[config.mk]
export PLATFORM = sky130hd
export DESIGN_NAME = go_back_n_window_unit
export DESIGN_NICKNAME = d
export VERILOG_FILES = /design/src/hw/rtl/gbn_pkg.sv /design/src/hw/rtl/gbn_ram.sv /design/src/hw/rtl/gbn_ctrl.sv /design/src/hw/rtl/gbn_dp.sv /design/src/hw/rtl/go_back_n_window_unit.sv
export SDC_FILE = /design/constraint.sdc
export NUM_CORES = 1
export LEC_CHECK = 0
export BUFFER_PORTS_ARGS = -buffer_cell sky130_fd_sc_hd__buf_4
export CELL_PAD_IN_SITES_DETAIL_PLACEMENT = 1
export CELL_PAD_IN_SITES_GLOBAL_PLACEMENT = 1
export CORE_MARGIN = 2
export CORE_UTILIZATION = 40
export CTS_CLUSTER_SIZE = 25
export DETAILED_ROUTE_END_ITERATION = 7
export PLACE_DENSITY = 0.71
export SLEW_MARGIN = 20
export SYNTH_ARGS = -nofsm -noshare
export SYNTH_HDL_FRONTEND = slang
export SYNTH_SLANG_ARGS = --single-unit
[constraint.sdc]
create_clock -name clk_i -period 6.1 [get_ports clk_i]
set_clock_uncertainty 0.1 [all_clocks]
set_input_delay 1.22 -clock clk_i [delete_from_list [all_inputs] [get_ports clk_i]]
set_output_delay 1.22 -clock clk_i [all_outputs]
set_load 0.03 [all_outputs]
[src/hw/rtl/gbn_pkg.sv]
// ----------------------------------------------------------------------------
// gbn_pkg: shared types and constants of the go-back-N window unit
// Sequence space, field widths, request and result codes, controller states
// and the command and status structs between controller and datapath.
// ----------------------------------------------------------------------------
package gbn_pkg;

  localparam int unsigned SEQ_MAX    = 7;
  localparam int unsigned SeqW       = 3;
  localparam int unsigned ByteW      = 8;
  localparam int unsigned CntW       = 3;
  localparam int unsigned KindW      = 3;
  localparam int unsigned ReqW       = 2;
  localparam int unsigned StoreDepth = SEQ_MAX + 1;

  typedef enum logic [ReqW-1:0] {
    REQ_SEND    = 2'd0,
    REQ_ARRIVE  = 2'd1,
    REQ_TIMEOUT = 2'd2,
    REQ_CKSUM   = 2'd3
  } req_type_e;

  typedef enum logic [KindW-1:0] {
    KIND_TRANSMIT = 3'd0,
    KIND_DELIVER  = 3'd1,
    KIND_DISCARD  = 3'd2,
    KIND_SUPPRESS = 3'd3,
    KIND_REFUSE   = 3'd4
  } out_kind_e;

  typedef enum logic [1:0] {
    ST_IDLE   = 2'd0,
    ST_EXEC   = 2'd1,
    ST_REPLAY = 2'd2
  } gbn_state_e;

  typedef struct packed {
    logic capture;
    logic exec;
    logic replay_start;
    logic replay_step;
  } gbn_cmd_t;

  typedef struct packed {
    req_type_e req;
    logic      have_outstanding;
    logic      replay_last;
  } gbn_status_t;

  // Sequence numbers wrap from SEQ_MAX back to zero.
  function automatic logic [SeqW-1:0] seq_inc(logic [SeqW-1:0] s);
    return (s == SeqW'(SEQ_MAX)) ? '0 : s + SeqW'(1);
  endfunction

endpackage

[src/hw/rtl/gbn_ram.sv]
// ----------------------------------------------------------------------------
// gbn_ram: generic single-write, single-read RAM
// One write port and one read port with registered read data, no reset.
// ----------------------------------------------------------------------------
module gbn_ram #(
  parameter int unsigned WIDTH = 8,
  parameter int unsigned DEPTH = 8
) (
  input  logic                     clk_i,
  input  logic                     we_i,
  input  logic [$clog2(DEPTH)-1:0] waddr_i,
  input  logic [WIDTH-1:0]         wdata_i,
  input  logic                     re_i,
  input  logic [$clog2(DEPTH)-1:0] raddr_i,
  output logic [WIDTH-1:0]         rdata_o
);

  logic [WIDTH-1:0] mem_q [DEPTH];
  logic [WIDTH-1:0] rdata_q;

  always_ff @(posedge clk_i) begin
    if (we_i) begin
      mem_q[waddr_i] <= wdata_i;
    end
    if (re_i) begin
      rdata_q <= mem_q[raddr_i];
    end
  end

  assign rdata_o = rdata_q;

endmodule

[src/hw/rtl/gbn_ctrl.sv]
// ----------------------------------------------------------------------------
// gbn_ctrl: controller of the go-back-N window unit
// Sequences capture, single-result execution and timeout replay.
// ----------------------------------------------------------------------------
module gbn_ctrl
  import gbn_pkg::*;
(
  input  logic        clk_i,
  input  logic        rst_ni,
  input  logic        start,
  output logic        busy,
  input  gbn_status_t status_i,
  output gbn_cmd_t    cmd_o
);

  gbn_state_e state_q, state_d;
  logic       replay_go;

  assign replay_go = (status_i.req == REQ_TIMEOUT) && status_i.have_outstanding;

  always_comb begin
    state_d = state_q;
    unique case (state_q)
      ST_IDLE: begin
        if (start) state_d = ST_EXEC;
      end
      ST_EXEC: begin
        state_d = replay_go ? ST_REPLAY : ST_IDLE;
      end
      ST_REPLAY: begin
        if (status_i.replay_last) state_d = ST_IDLE;
      end
      default: state_d = ST_IDLE;
    endcase
  end

  always_comb begin
    cmd_o = '0;
    busy  = 1'b1;
    unique case (state_q)
      ST_IDLE: begin
        busy          = 1'b0;
        cmd_o.capture = start;
      end
      ST_EXEC: begin
        cmd_o.replay_start = replay_go;
        cmd_o.exec         = !replay_go;
      end
      ST_REPLAY: begin
        cmd_o.replay_step = 1'b1;
      end
      default: busy = 1'b1;
    endcase
  end

  always_ff @(posedge clk_i or negedge rst_ni) begin
    if (!rst_ni) begin
      state_q <= ST_IDLE;
    end else begin
      state_q <= state_d;
    end
  end

  // A replay is entered only from execution of a timeout.
  assert property (@(posedge clk_i) disable iff (!rst_ni)
    (state_q != ST_REPLAY) ##1 (state_q == ST_REPLAY)
      |-> $past(state_q == ST_EXEC) && $past(status_i.req == REQ_TIMEOUT))
    else $error("replay entered without a timeout");

  // Every capture is followed by an execution cycle.
  assert property (@(posedge clk_i) disable iff (!rst_ni)
    cmd_o.capture |=> (state_q == ST_EXEC))
    else $error("capture not followed by execution");

  // New requests are taken only while idle.
  assert property (@(posedge clk_i) disable iff (!rst_ni)
    !busy |-> (state_q == ST_IDLE))
    else $error("busy low outside the idle state");

endmodule

[src/hw/rtl/gbn_dp.sv]
// ----------------------------------------------------------------------------
// gbn_dp: datapath of the go-back-N window unit
// Window pointers, outstanding count, packet store and result registers.
// ----------------------------------------------------------------------------
module gbn_dp
  import gbn_pkg::*;
(
  input  logic              clk_i,
  input  logic              rst_ni,
  input  gbn_cmd_t          cmd_i,
  output gbn_status_t       status_o,
  input  logic [ReqW-1:0]   req_type_i,
  input  logic [ByteW-1:0]  data_byte_i,
  input  logic [SeqW-1:0]   frame_seq_i,
  input  logic              suppress_i,
  input  logic              cfg_valid_i,
  output logic              cfg_ready_o,
  input  logic [CntW-1:0]   cfg_data_i,
  output logic              out_strobe_o,
  output logic [KindW-1:0]  out_kind_o,
  output logic [SeqW-1:0]   out_seq_o,
  output logic [ByteW-1:0]  out_byte_o,
  output logic [CntW-1:0]   out_outstanding_o,
  output logic              out_last_o
);

  // Captured request.
  req_type_e        req_q;
  logic [ByteW-1:0] byte_q;
  logic [SeqW-1:0]  fseq_q;
  logic             supp_q;

  // Window state.
  logic [CntW-1:0] limit_q;
  logic [SeqW-1:0] next_q, next_d;
  logic [SeqW-1:0] oldest_q, oldest_d;
  logic [SeqW-1:0] expect_q, expect_d;
  logic [CntW-1:0] count_q, count_d;

  // Replay cursor.
  logic [SeqW-1:0] rep_seq_q, rep_seq_d;
  logic [CntW-1:0] rep_left_q, rep_left_d;

  // Result registers.
  logic             strobe_q, strobe_d;
  out_kind_e        kind_q, kind_d;
  logic [SeqW-1:0]  seq_q, seq_d;
  logic [ByteW-1:0] obyte_q, obyte_d;
  logic [CntW-1:0]  ocnt_q, ocnt_d;
  logic             last_q, last_d;

  // Store port.
  logic             ram_we;
  logic             ram_re;
  logic [SeqW-1:0]  ram_raddr;
  logic [ByteW-1:0] ram_rdata;

  logic window_full;

  assign cfg_ready_o = 1'b1;
  assign window_full = (count_q >= limit_q) || (count_q >= CntW'(SEQ_MAX));

  always_comb begin
    next_d     = next_q;
    oldest_d   = oldest_q;
    expect_d   = expect_q;
    count_d    = count_q;
    rep_seq_d  = rep_seq_q;
    rep_left_d = rep_left_q;
    strobe_d   = 1'b0;
    kind_d     = kind_q;
    seq_d      = seq_q;
    obyte_d    = obyte_q;
    ocnt_d     = ocnt_q;
    last_d     = last_q;
    ram_we     = 1'b0;
    ram_re     = 1'b0;
    ram_raddr  = rep_seq_q;

    if (cmd_i.exec) begin
      case (req_q)
        REQ_SEND: begin
          strobe_d = 1'b1;
          seq_d    = next_q;
          last_d   = 1'b1;
          if (window_full) begin
            kind_d  = KIND_REFUSE;
            obyte_d = '0;
            ocnt_d  = count_q;
          end else begin
            ram_we  = 1'b1;
            count_d = count_q + CntW'(1);
            next_d  = seq_inc(next_q);
            kind_d  = supp_q ? KIND_SUPPRESS : KIND_TRANSMIT;
            obyte_d = byte_q;
            ocnt_d  = count_q + CntW'(1);
          end
        end
        REQ_ARRIVE: begin
          strobe_d = 1'b1;
          seq_d    = fseq_q;
          last_d   = 1'b1;
          if (fseq_q != expect_q) begin
            kind_d  = KIND_DISCARD;
            obyte_d = '0;
            ocnt_d  = count_q;
          end else begin
            expect_d = seq_inc(expect_q);
            kind_d   = KIND_DELIVER;
            obyte_d  = byte_q;
            ocnt_d   = count_q;
            if (count_q != '0) begin
              count_d  = count_q - CntW'(1);
              oldest_d = seq_inc(oldest_q);
              ocnt_d   = count_q - CntW'(1);
            end
          end
        end
        default: strobe_d = 1'b0;
      endcase
    end

    if (cmd_i.replay_start) begin
      rep_seq_d  = oldest_q;
      rep_left_d = count_q;
      ram_re     = 1'b1;
      ram_raddr  = oldest_q;
    end

    // The read issued last cycle holds the byte of rep_seq_q.
    if (cmd_i.replay_step) begin
      strobe_d   = 1'b1;
      kind_d     = KIND_TRANSMIT;
      seq_d      = rep_seq_q;
      obyte_d    = ram_rdata;
      ocnt_d     = count_q;
      last_d     = (rep_left_q == CntW'(1));
      rep_seq_d  = seq_inc(rep_seq_q);
      rep_left_d = rep_left_q - CntW'(1);
      ram_re     = 1'b1;
      ram_raddr  = seq_inc(rep_seq_q);
    end
  end

  always_ff @(posedge clk_i or negedge rst_ni) begin
    if (!rst_ni) begin
      limit_q    <= CntW'(7);
      next_q     <= '0;
      oldest_q   <= '0;
      expect_q   <= '0;
      count_q    <= '0;
      rep_left_q <= '0;
      strobe_q   <= 1'b0;
    end else begin
      if (cfg_valid_i && cfg_ready_o) begin
        limit_q <= cfg_data_i;
      end
      next_q     <= next_d;
      oldest_q   <= oldest_d;
      expect_q   <= expect_d;
      count_q    <= count_d;
      rep_left_q <= rep_left_d;
      strobe_q   <= strobe_d;
    end
  end

  always_ff @(posedge clk_i) begin
    if (cmd_i.capture) begin
      req_q  <= req_type_e'(req_type_i);
      byte_q <= data_byte_i;
      fseq_q <= frame_seq_i;
      supp_q <= suppress_i;
    end
    rep_seq_q <= rep_seq_d;
    kind_q    <= kind_d;
    seq_q     <= seq_d;
    obyte_q   <= obyte_d;
    ocnt_q    <= ocnt_d;
    last_q    <= last_d;
  end

  gbn_ram #(
    .WIDTH (ByteW),
    .DEPTH (StoreDepth)
  ) u_store (
    .clk_i   (clk_i),
    .we_i    (ram_we),
    .waddr_i (next_q),
    .wdata_i (byte_q),
    .re_i    (ram_re),
    .raddr_i (ram_raddr),
    .rdata_o (ram_rdata)
  );

  assign status_o.req              = req_q;
  assign status_o.have_outstanding = (count_q != '0);
  assign status_o.replay_last      = (rep_left_q == CntW'(1));

  assign out_strobe_o      = strobe_q;
  assign out_kind_o        = kind_q;
  assign out_seq_o         = seq_q;
  assign out_byte_o        = obyte_q;
  assign out_outstanding_o = ocnt_q;
  assign out_last_o        = last_q;

  logic [SeqW-1:0] span;
  assign span = next_q - oldest_q;

  // The outstanding frames are exactly those between oldest and next.
  assert property (@(posedge clk_i) disable iff (!rst_ni)
    span == SeqW'(count_q))
    else $error("outstanding count disagrees with window pointers");

  // A replay step always has a frame left to send.
  assert property (@(posedge clk_i) disable iff (!rst_ni)
    cmd_i.replay_step |-> (rep_left_q != '0))
    else $error("replay step with no frame left");

  // Results of one timeout come in consecutive cycles.
  assert property (@(posedge clk_i) disable iff (!rst_ni)
    (strobe_q && !last_q) |=> strobe_q)
    else $error("gap inside a replay burst");

endmodule

[src/hw/rtl/go_back_n_window_unit.sv]
// ----------------------------------------------------------------------------
// go_back_n_window_unit: go-back-N link window with loopback receiver
// Buffers sent bytes by sequence number, delivers in-order arrivals and
// replays all outstanding frames on a timeout.
// ----------------------------------------------------------------------------
// Channel   Direction  Handshake                      Payload
// request   in         start && !busy                 req_type, data_byte,
//                                                     frame_seq, suppress
// result    out        out_strobe_o, one cycle        out_kind, out_seq,
//                                                     out_byte, out_outstanding,
//                                                     out_last
// config    in         cfg_valid_i && cfg_ready_o     cfg_data_i (window_limit)
//
// A send, an arrival or a checksum error keeps busy high in the execution state
// after acceptance; its result, if any, is registered from that state. A timeout
// with n outstanding frames keeps busy high through execution and n replay steps
// and puts out n results on consecutive cycles, paced by one packet store read a
// cycle. Reset clears the window pointers and count, sets window_limit to 7 and
// leaves the packet store as it is. Results cannot be stalled by the receiver.
// ----------------------------------------------------------------------------
module go_back_n_window_unit
  import gbn_pkg::*;
(
  input  logic             clk_i,
  input  logic             rst_ni,
  input  logic             start,
  output logic             busy,
  input  logic [ReqW-1:0]  req_type_i,
  input  logic [ByteW-1:0] data_byte_i,
  input  logic [SeqW-1:0]  frame_seq_i,
  input  logic             suppress_i,
  input  logic             cfg_valid_i,
  output logic             cfg_ready_o,
  input  logic [CntW-1:0]  cfg_data_i,
  output logic             out_strobe_o,
  output logic [KindW-1:0] out_kind_o,
  output logic [SeqW-1:0]  out_seq_o,
  output logic [ByteW-1:0] out_byte_o,
  output logic [CntW-1:0]  out_outstanding_o,
  output logic             out_last_o
);

  gbn_cmd_t    cmd;
  gbn_status_t status;

  gbn_ctrl u_ctrl (
    .clk_i    (clk_i),
    .rst_ni   (rst_ni),
    .start    (start),
    .busy     (busy),
    .status_i (status),
    .cmd_o    (cmd)
  );

  gbn_dp u_dp (
    .clk_i             (clk_i),
    .rst_ni            (rst_ni),
    .cmd_i             (cmd),
    .status_o          (status),
    .req_type_i        (req_type_i),
    .data_byte_i       (data_byte_i),
    .frame_seq_i       (frame_seq_i),
    .suppress_i        (suppress_i),
    .cfg_valid_i       (cfg_valid_i),
    .cfg_ready_o       (cfg_ready_o),
    .cfg_data_i        (cfg_data_i),
    .out_strobe_o      (out_strobe_o),
    .out_kind_o        (out_kind_o),
    .out_seq_o         (out_seq_o),
    .out_byte_o        (out_byte_o),
    .out_outstanding_o (out_outstanding_o),
    .out_last_o        (out_last_o)
  );

endmodule
==> run metrics <==
status complete, no violations; switching part of the total 35.21%; Post-Synth Simple-Gate Area 9.080%; Worst-Margin Slew 0.9683 ns; starting density of the core 40.89%; Syn Area/Cell 14.10 µm²; P_leak 2.468 nW; r2r setup slk 2.48 ns; Final setup viols 0; area share of the largest cell type after synthesis 56.01%; initial antenna violation count 0; Primary FF master, synth edfxtp_1; Syn. warnings 0; hold crit path type reg2reg; Synth area leaders edfxtp_1 (56%), dfrtp_1 (8.3%), ha_1 (4.2%), nand2_1 (2.4%), dfxtp_1 (2.2%); Worst R2R Path Depth 10; main combinational cell family by area after synthesis compound AO/OA/AOI/OAI gates; Seq cells post-synth 128; cell taking the most area after synthesis edfxtp_1; Syn-to-layout area delta 20.03%; most frequent cells after synthesis edfxtp_1 (101), nand2_1 (34), a21oi_1 (21), nor2_1 (21), nand3_1 (19); dpl cells 588; combinational power share 32.4%; minimum clock period 3.619 ns; first-pass GRT wire length 19600 µm; Max Cap Violations 0; Worst setup EP type flop; Residual DRC 0; r2r endpoint u_dp.u_store.rdata_o[3]$_DFFE_PP_; Critical Path AT 3.73 ns; WL/cell 19.61 µm; die height 120.4 µm; Placement Setup Slack 2.487 ns; vias 3280; Synth Cell Area 5415 µm²; Core Region 13240 µm²; Syn Inst Count 384; fraction of layout cells with a size suffix above 1 21.22%; hold path cells 2; register area share after synthesis 68.00%; post-synthesis mux area share 3.327%; IO buf count 40; First-pass DRT Iterations 4; First DRT Iteration DRCs 141; Post-Synth Adder-Cell Area 4.159%; most common cell in the netlist edfxtp_1; final hold slack 0.4140 ns; number of enable flip-flop cells after synthesis 101; hold_sp u_dp.limit_q[1]$_DFFE_PN1P_; Max clock buf depth 2; WP data required 6.21 ns; Antenna Cells 0; Final Max Tran Viols 0; final hold vios 0; fill cell count 1331; TritonCTS clock tree yes; RR Startpoint u_dp.count_q[0]$_DFFE_PN0P_; library cells used by synthesis 52; Sequential Power Share 37.9%; RSZ-0062 raised after global routing false; Final ANT Viol Nets 0; internal power 2.308 mW; Top Ports 42; sink of the worst hold path u_dp.limit_q[1]$_DFFE_PN1P_; Worst-Skew Late Latency 0.41 ns; routed wire length 12140 µm; Post-synth ARST share 16.41%; XOR/XNOR Fraction of Synth Area 0.9704%; clk sinks 128; Vias/cell 5.299; DIE AREA 14480 µm²; CTS H-tree lvls 4; total grt overflow 0; clock power share 29.7%; NetSw 1.254 mW; Post-CTS Hold Buffers 0; Resized cells post-CTS 0; Compound-Gate Fraction of Synth Area 11.83%; All-Layer GR Usage 18.10%; Cell Rows 42; CTS clk-pin slew, worst paths 0.06 ns; Worst setup SP type flop; vias in the first global route 3539; Setup TNS Final 0 ns; NumNets Final 470; CP max FO 25; pin count of the biggest net entering global routing 35; IR drop worst, VDD 0.0002519 V; Power Density 548.0 nW/µm²; Root Buffer clkbuf_16; setup repair bufs after CTS 0; Num CTS Buffers 17; fin cells 619; syn_nets 423; period utilization 59.32%; Max Freq 0.2763 GHz; Critical Setup Path Class reg2reg; gpl congestion 0.8228; fin worst setup slack 2.481 ns; Power Total 3.562 mW; Worst slew margin 35.21%; Post-DP HPWL 8320 µm; Chip Width 120.4 µm
==> cell families after synthesis <==
group                      after synthesis
DFF                                    128
and+or+nand+nor                        102
AOI/OAI and AO/OA                       82
buffers and inverters                   30
adders and majority gates               18
muxes                                   17
xor gates and xnor gates                 6
other                                    1
==> per-layer routing <==
layer  vias up  routed length (µm)  GRT usage [%]
met2        50                5781          28.73
li1       1557                   -              -
met5         -                   0              0
met1      1660                5800          24.13
met4         0                 214          7.267
met3        13                 340          4.245
==> registers in the layout, summed over array words and instances (netlist names) <==
| name | cells |
|---|---|
| u_dp.rep_seq_q | 3 |
| u_dp.count_q | 3 |
| u_dp.next_q | 3 |
| u_dp.out_kind_o | 3 |
| u_dp.out_seq_o | 3 |
| u_dp.limit_q | 3 |
| u_dp.expect_q | 3 |
| u_dp.rep_left_q | 3 |
| u_dp.oldest_q | 3 |
| u_dp.supp_q | 1 |
| u_dp.byte_q | 8 |
| u_dp.out_outstanding_o | 3 |
| u_ctrl.state_q | 2 |
| u_dp.req_q | 2 |
| u_dp.out_last_o | 1 |
| u_dp.out_strobe_o | 1 |
| u_dp.out_byte_o | 8 |
| u_dp.u_store.rdata_o | 8 |
| u_dp.fseq_q | 3 |
| u_dp.u_store.mem_q | 64 |
==> how the worst max path moves through the flow <==
stage	start	endpoint	depth (start not counted)
after floorplan	u_dp.count_q[0]$_DFFE_PN0P_	u_dp.u_store.mem_q[2][0]$_DFFE_PP_	8
after global placement	u_dp.count_q[0]$_DFFE_PN0P_	u_dp.u_store.rdata_o[5]$_DFFE_PP_	10
after detailed placement	u_dp.count_q[0]$_DFFE_PN0P_	u_dp.u_store.rdata_o[3]$_DFFE_PP_	10
after CTS	u_dp.count_q[0]$_DFFE_PN0P_	u_dp.u_store.rdata_o[3]$_DFFE_PP_	10
after global routing	u_dp.count_q[0]$_DFFE_PN0P_	u_dp.u_store.rdata_o[1]$_DFFE_PP_	10
final	u_dp.count_q[0]$_DFFE_PN0P_	u_dp.u_store.rdata_o[3]$_DFFE_PP_	10
==> through the flow <==
step                instance area, µm²  utilization [%]
detailed placement                5873            44.35
finish                            6500            49.08
global route                      6500            49.08
CTS                               6490            49.01
floorplan                         5415                -
global placement                  5871            44.33
==> cell usage in the layout (no fill, tap or decap), types with 4 or more instances in the layout <==
master,instances
clkbuf_16,17
a22o_1,10
buf_4,41
a221oi_1,8
xnor2_1,5
ha_1,18
dfxtp_1,6
edfxtp_1,101
dfrtp_1,18
nand2b_1,10
a31oi_1,4
a21oi_1,21
mux2_2,8
o21ai_0,11
nand2_1,34
inv_1,14
o2bb2ai_1,8
o2111a_1,8
mux2i_1,9
bufinv_16,4
nor2_1,20
nand3_1,19
==> cell type report <==
class	count	area (µm²)	area share, %
sequential	128	3682	56.65
multi-input combinational	226	1607	24.72
clock buffer	18	429.2	6.603
timing repair buffer	41	307.8	4.735
tap	176	220.2	3.388
clock inverter	13	187.7	2.887
inverter	17	66.31	1.020
==> worst max-delay path: stages (launching register included) <==
cell and delay, ns:
dfrtp_1 0.48, inv_1 0.12, ha_1 0.23, ha_1 0.22, nor2_1 0.23, nand3_2 0.18
a221oi_4 0.79, inv_4 0.31, mux2i_1 0.24, o2111a_1 0.26, a221oi_1 0.25
==> power by group through the flow <==
stage          combinational, mW  clock, mW  sequential, mW
3_3_place_gp                1.09          0            1.35
2_1_floorplan              0.716          0            1.43
5_1_grt                     1.27       1.12            1.37
4_1_cts                     1.16       1.07            1.35
3_5_place_dp                1.15          0            1.36
6_report                    1.16       1.06            1.35
No activity file was read; power rests on OpenSTA's default activity.
